### config.mk
export PLATFORM = sky130hd
export DESIGN_NAME = pwbs_ctrl
export DESIGN_NICKNAME = d
export VERILOG_FILES = /design/src/hw/rtl/pwbs_pkg.sv /design/src/hw/rtl/pwbs_ctrl.sv
export SDC_FILE = /design/constraint.sdc
export NUM_CORES = 1
export LEC_CHECK = 0
export BUFFER_PORTS_ARGS = -buffer_cell sky130_fd_sc_hd__clkbuf_2
export CORE_AREA = 3 3 40 42
export DETAILED_ROUTE_END_ITERATION = 8
export DIE_AREA = 0 0 43 45
export GPL_ROUTABILITY_DRIVEN = 0
export MAX_ROUTING_LAYER = met4
export PLACE_DENSITY_LB_ADDON = 0.1
export SLEW_MARGIN = 20
export SYNTH_ARGS = -nofsm -noshare
export SYNTH_HDL_FRONTEND = slang
export SYNTH_SLANG_ARGS = --single-unit
### constraint.sdc
create_clock -name i_clk -period 1.5 [get_ports i_clk]
set_input_delay 0.075 -clock i_clk [delete_from_list [all_inputs] [get_ports i_clk]]
set_output_delay 0.075 -clock i_clk [all_outputs]
set_load 0.02 [all_outputs]
### src/hw/rtl/pwbs_pkg.sv
// Shared types, constants and codes of the position window bound search block.
`default_nettype none

package pwbs_pkg;

    localparam int IDX_W       = 12;
    localparam int LEN_W       = 13;
    localparam int POS_W       = 32;
    localparam int MAX_ENTRIES = 2 ** IDX_W;
    localparam int CFG_IDX_W   = 2;
    localparam int CFG_DATA_W  = 32;

    localparam logic [CFG_IDX_W-1:0] CFG_WINDOW_SIZE = 2'd0;
    localparam logic [CFG_IDX_W-1:0] CFG_NUM_LOCI    = 2'd1;
    localparam logic [CFG_IDX_W-1:0] CFG_NEAR_SEL    = 2'd2;

    typedef enum logic {
        FUNC_LOAD  = 1'b0,
        FUNC_QUERY = 1'b1
    } t_func;

    typedef enum logic {
        DIR_RIGHT = 1'b0,
        DIR_LEFT  = 1'b1
    } t_dir;

    typedef enum logic [1:0] {
        RD_IDX,
        RD_NEXT,
        RD_INNER
    } t_rd_sel;

    typedef enum logic [1:0] {
        BND_CUR,
        BND_INNER,
        BND_NEAR
    } t_bnd_sel;

    typedef struct packed {
        t_func             func;
        logic [IDX_W-1:0]  index;
        logic [POS_W-1:0]  position;
    } t_in_word;

    typedef struct packed {
        logic              window_found;
        logic [IDX_W-1:0]  left_count;
        logic [IDX_W-1:0]  right_count;
        logic [LEN_W-1:0]  window_length;
        logic [LEN_W-1:0]  max_length;
    } t_out_word;

    typedef struct packed {
        logic      cap_idx;
        logic      cur_load;
        logic      cur_step;
        logic      rd_en;
        t_rd_sel   rd_sel;
        t_dir      dir;
        logic      cap_ref;
        logic      cap_outer;
        logic      bnd_we;
        t_bnd_sel  bnd_sel;
        logic      clr_longest;
        logic      mem_we;
        logic      out_load;
        logic      out_ok;
    } t_cmd;

    typedef struct packed {
        logic pre_bad;
        logic walk_lt;
        logic walk_eq;
        logic at_end;
        logic out_free;
        logic near_sel;
    } t_stat;

endpackage

`default_nettype wire

### src/hw/rtl/pwbs_ctrl.sv
// Sequencer for the position window bound search: walks each side, then issues the result.
`default_nettype none

module pwbs_ctrl (
    input  wire                 i_clk,
    input  wire                 i_rst_n,
    input  wire                 i_in_valid,
    input  pwbs_pkg::t_func     i_in_func,
    input  pwbs_pkg::t_stat     i_stat,
    output logic                o_in_ready,
    output pwbs_pkg::t_cmd      o_cmd
);
    import pwbs_pkg::*;

    typedef enum logic [2:0] {
        S_IDLE,
        S_START,
        S_REF,
        S_WALK,
        S_NEAR,
        S_DONE
    } t_state;

    t_state r_state, n_state;
    t_dir   r_dir,   n_dir;
    logic   r_found, n_found;

    always_comb begin
        logic side_end;
        side_end  = 1'b0;
        n_state   = r_state;
        n_dir     = r_dir;
        n_found   = r_found;
        o_cmd     = '0;
        o_cmd.dir = r_dir;

        case (r_state)
            S_IDLE: begin
                if (i_in_valid) begin
                    if (i_in_func == FUNC_LOAD) begin
                        o_cmd.mem_we      = 1'b1;
                        o_cmd.clr_longest = 1'b1;
                    end else begin
                        o_cmd.cap_idx = 1'b1;
                        n_dir         = DIR_RIGHT;
                        n_state       = S_START;
                    end
                end
            end
            S_START: begin
                if (i_stat.pre_bad) begin
                    n_found = 1'b0;
                    n_state = S_DONE;
                end else begin
                    o_cmd.cur_load = 1'b1;
                    o_cmd.rd_en    = 1'b1;
                    o_cmd.rd_sel   = RD_IDX;
                    n_state        = S_REF;
                end
            end
            S_REF: begin
                // read data still holds the centre entry for the first walk step
                o_cmd.cap_ref = 1'b1;
                n_state       = S_WALK;
            end
            S_WALK: begin
                if (i_stat.walk_lt && !i_stat.at_end) begin
                    o_cmd.cur_step = 1'b1;
                    o_cmd.rd_en    = 1'b1;
                    o_cmd.rd_sel   = RD_NEXT;
                end else if (i_stat.walk_eq) begin
                    o_cmd.bnd_we  = 1'b1;
                    o_cmd.bnd_sel = BND_CUR;
                    side_end      = 1'b1;
                end else if (i_stat.walk_lt) begin
                    // border reached short of reach: drop the window
                    n_found = 1'b0;
                    n_state = S_DONE;
                end else if (i_stat.near_sel) begin
                    o_cmd.cap_outer = 1'b1;
                    o_cmd.rd_en     = 1'b1;
                    o_cmd.rd_sel    = RD_INNER;
                    n_state         = S_NEAR;
                end else begin
                    o_cmd.bnd_we  = 1'b1;
                    o_cmd.bnd_sel = BND_INNER;
                    side_end      = 1'b1;
                end
            end
            S_NEAR: begin
                o_cmd.bnd_we  = 1'b1;
                o_cmd.bnd_sel = BND_NEAR;
                side_end      = 1'b1;
            end
            S_DONE: begin
                if (i_stat.out_free) begin
                    o_cmd.out_load = 1'b1;
                    o_cmd.out_ok   = r_found;
                    n_state        = S_IDLE;
                end
            end
            default: begin
                n_state = S_IDLE;
            end
        endcase

        if (side_end) begin
            if (r_dir == DIR_RIGHT) begin
                // restart from the centre for the left walk
                n_dir          = DIR_LEFT;
                o_cmd.cur_load = 1'b1;
                o_cmd.rd_en    = 1'b1;
                o_cmd.rd_sel   = RD_IDX;
                n_state        = S_WALK;
            end else begin
                n_found = 1'b1;
                n_state = S_DONE;
            end
        end
    end

    assign o_in_ready = (r_state == S_IDLE);

    always_ff @(posedge i_clk) begin
        if (!i_rst_n) begin
            r_state <= S_IDLE;
            r_dir   <= DIR_RIGHT;
            r_found <= 1'b0;
        end else begin
            r_state <= n_state;
            r_dir   <= n_dir;
            r_found <= n_found;
        end
    end

endmodule

`default_nettype wire

==> summary.txt <==
Status -> finished with violations
Failing checks -> setup timing
XOR/XNOR Fraction of Synth Area -> 0%
Cell count after synthesis -> 59
CP arrival -> 1.65 ns
Post-synth top flop -> dfxtp_1
Initial antenna violation count -> 0
Total grt overflow -> 0
Max-cap check violation count -> 0
Nets -> 113
Drt first pass iters -> 4
Crit Path Max Fanout -> 3
Die height -> 45 µm
DIE AREA -> 1940 µm²
Fin crit period -> 1.72 ns
Combinational family with the most area after synthesis -> simple AND/OR/NAND/NOR gates
Ant. Diodes -> 0
PD cells -> 1950 nW/µm²
Final ANT Viol Nets -> 0
Multiplexer share of the synthesized area -> 0%
Simple-Gate Fraction of Synth Area -> 43.2%
Initial Util -> 35.8%
EDFF count, synth -> 0
Achievable frequency -> 0.580 GHz
CTS Buf Count -> 3
Worst-case clock skew -> 0.00611 ns
CP Capture Type -> output port
First-pass GRT wire length -> 2370 µm
Commonest non-fill, non-tap cell in the layout -> clkbuf_2
Yosys warning total -> 0
Die Width -> 43 µm
Core Rows -> 13
WL per Instance -> 12.1 µm
Initial drt markers -> 7
Clock transition at path regs -> 0.05 ns
IO Pins -> 27
Hold Slack -> 0.140 ns
Worst setup margin -> -0.225 ns
Synthesized area -> 460 µm²
Setup Crit Path Kind -> flop to output port
Clk_lat worst skew -> 0.24 ns
Compound-cell area share of the yosys netlist -> 28.0%
Fin crit share -> 115%
Fraction of registers with async set/reset -> 0%
Netlist cell types -> 30
Unrepaired setup endpoints after global routing -> yes
Clk buf depth -> 2
# DRC -> 0
H-tree Lvls -> 1
Adder-Cell Fraction of Synth Area -> 0%
Largest net degree at the start of global routing -> 9
Maximum vdd drop -> 1280 µV
Worst slack, placed -> -0.0265 ns
Syn_area_per_cell -> 7.80 µm²
Via/cell ratio -> 4.91
Hold crit path type -> input pin to flop
Accumulated negative setup slack -> -1.21 ns
Final setup fails -> 11
Clk sinks -> 5
Fin util -> 68.2%
Area Overhead vs Synth -> 90.2%
Post-synthesis register bit count -> 5
Post-synthesis net count -> 69
Vias in the first global route -> 524
Worst setup SP type -> flop
Layout cell share with drive strength beyond 1 -> 62.7%
CTS tree -> done
Commonest cells after routing, fill and taps aside -> clkbuf_2 (18), buf_4 (13), nor2_1 (6), buf_6 (5)
Slew HR -> 75.0%
Max Slew Vio Count -> 0
Worst-Margin Slew -> 0.374 ns
Leakage Power -> 0.430 nW
Via count -> 574
WL final -> 1410 µm
I/O Buffers -> 26
Hold violation count in the final report -> 0
Req. time, crit path -> 1.42 ns
DP Wirelength -> 1070 µm
Root buf cell -> clkbuf_4
Sequential share of the synthesized area -> 21.7%
Total GRT Usage -> 17.0%
Core area -> 1280 µm²
final timing paths:
check	cells past startpoint	from	slack, ns	to
worst max-delay path	5	r_state[1]	-0.22	o_cmd[12]
worst min-delay path	3	i_rst_n	0.14	r_found
worst max register to register	6	r_state[1]	-0.03	r_state[1]
worst min register to register	3	r_found	0.59	r_found
critical path, cell delays in order, from the launching register on:
cell,delay [ns]
dfxtp_2,0.36
nand2b_4,0.14
nor3_1,0.04
or3_4,0.39
or3_4,0.34
buf_8,0.14
Yosys cell counts (3+ instances only):
master | number | share of area, %
dfxtp_1 | 5 | 22
nor2_1 | 8 | 6.5
and2b_1 | 3 | 4.9
nand2b_1 | 3 | 4.1
nand2_1 | 4 | 3.3
metal layers:
metal  GRT usage [%]  part of all wire [%]  wire length, µm  vias to the layer above
met4            9.04                  0.35                5                        0
li1                -                     -                -                      306
met1            23.1                    48              680                      250
met3            3.98                   5.9               83                        2
met2            23.1                    45              642                       16
met5               -                     0                0                        -
power by group:
part | internal (mW) | total, mW | leakage, nW | switching, mW
logic | 0.704 | 1.29 | 0.372 | 0.582
clock network | 0.101 | 0.157 | 0.0150 | 0.0563
registers | 0.196 | 0.264 | 0.0427 | 0.0683
total | 1.00 | 1.71 | 0.430 | 0.707
kinds of logic after synthesis:
group	Yosys count
DFF	5
buffers and inverters	6
and+or+nand+nor	32
AOI/OAI and AO/OA	16
per-stage QoR:
step,cells,cell area [µm²],power (mW)
detailed placement,106,693,1.15
CTS,113,816,1.52
global route,117,876,1.84
floorplan,59,497,0.856
global placement,106,693,1.15
finish,117,876,1.71
layout make-up:
type	instances	area, µm²
inverter	2	10.0
clock buffer	4	26.3
sequential	5	109
multi-input combinational	48	383
fill	110	409
timing repair buffer	43	329
tap	15	18.8
flip-flops by register name, indices dropped and copies added, names as in the netlist:
signal	count
r_found	1
r_state	3
r_dir	1
timing repair:
action,CTS,global route
hold buffers,0,0
pin swaps,4,1
resized for setup,19,15
cloned,0,0
buffers inserted,3,5
hold endpoints to repair,0,0
setup endpoints to repair,9,12
Power figures use the tool's default switching activity.
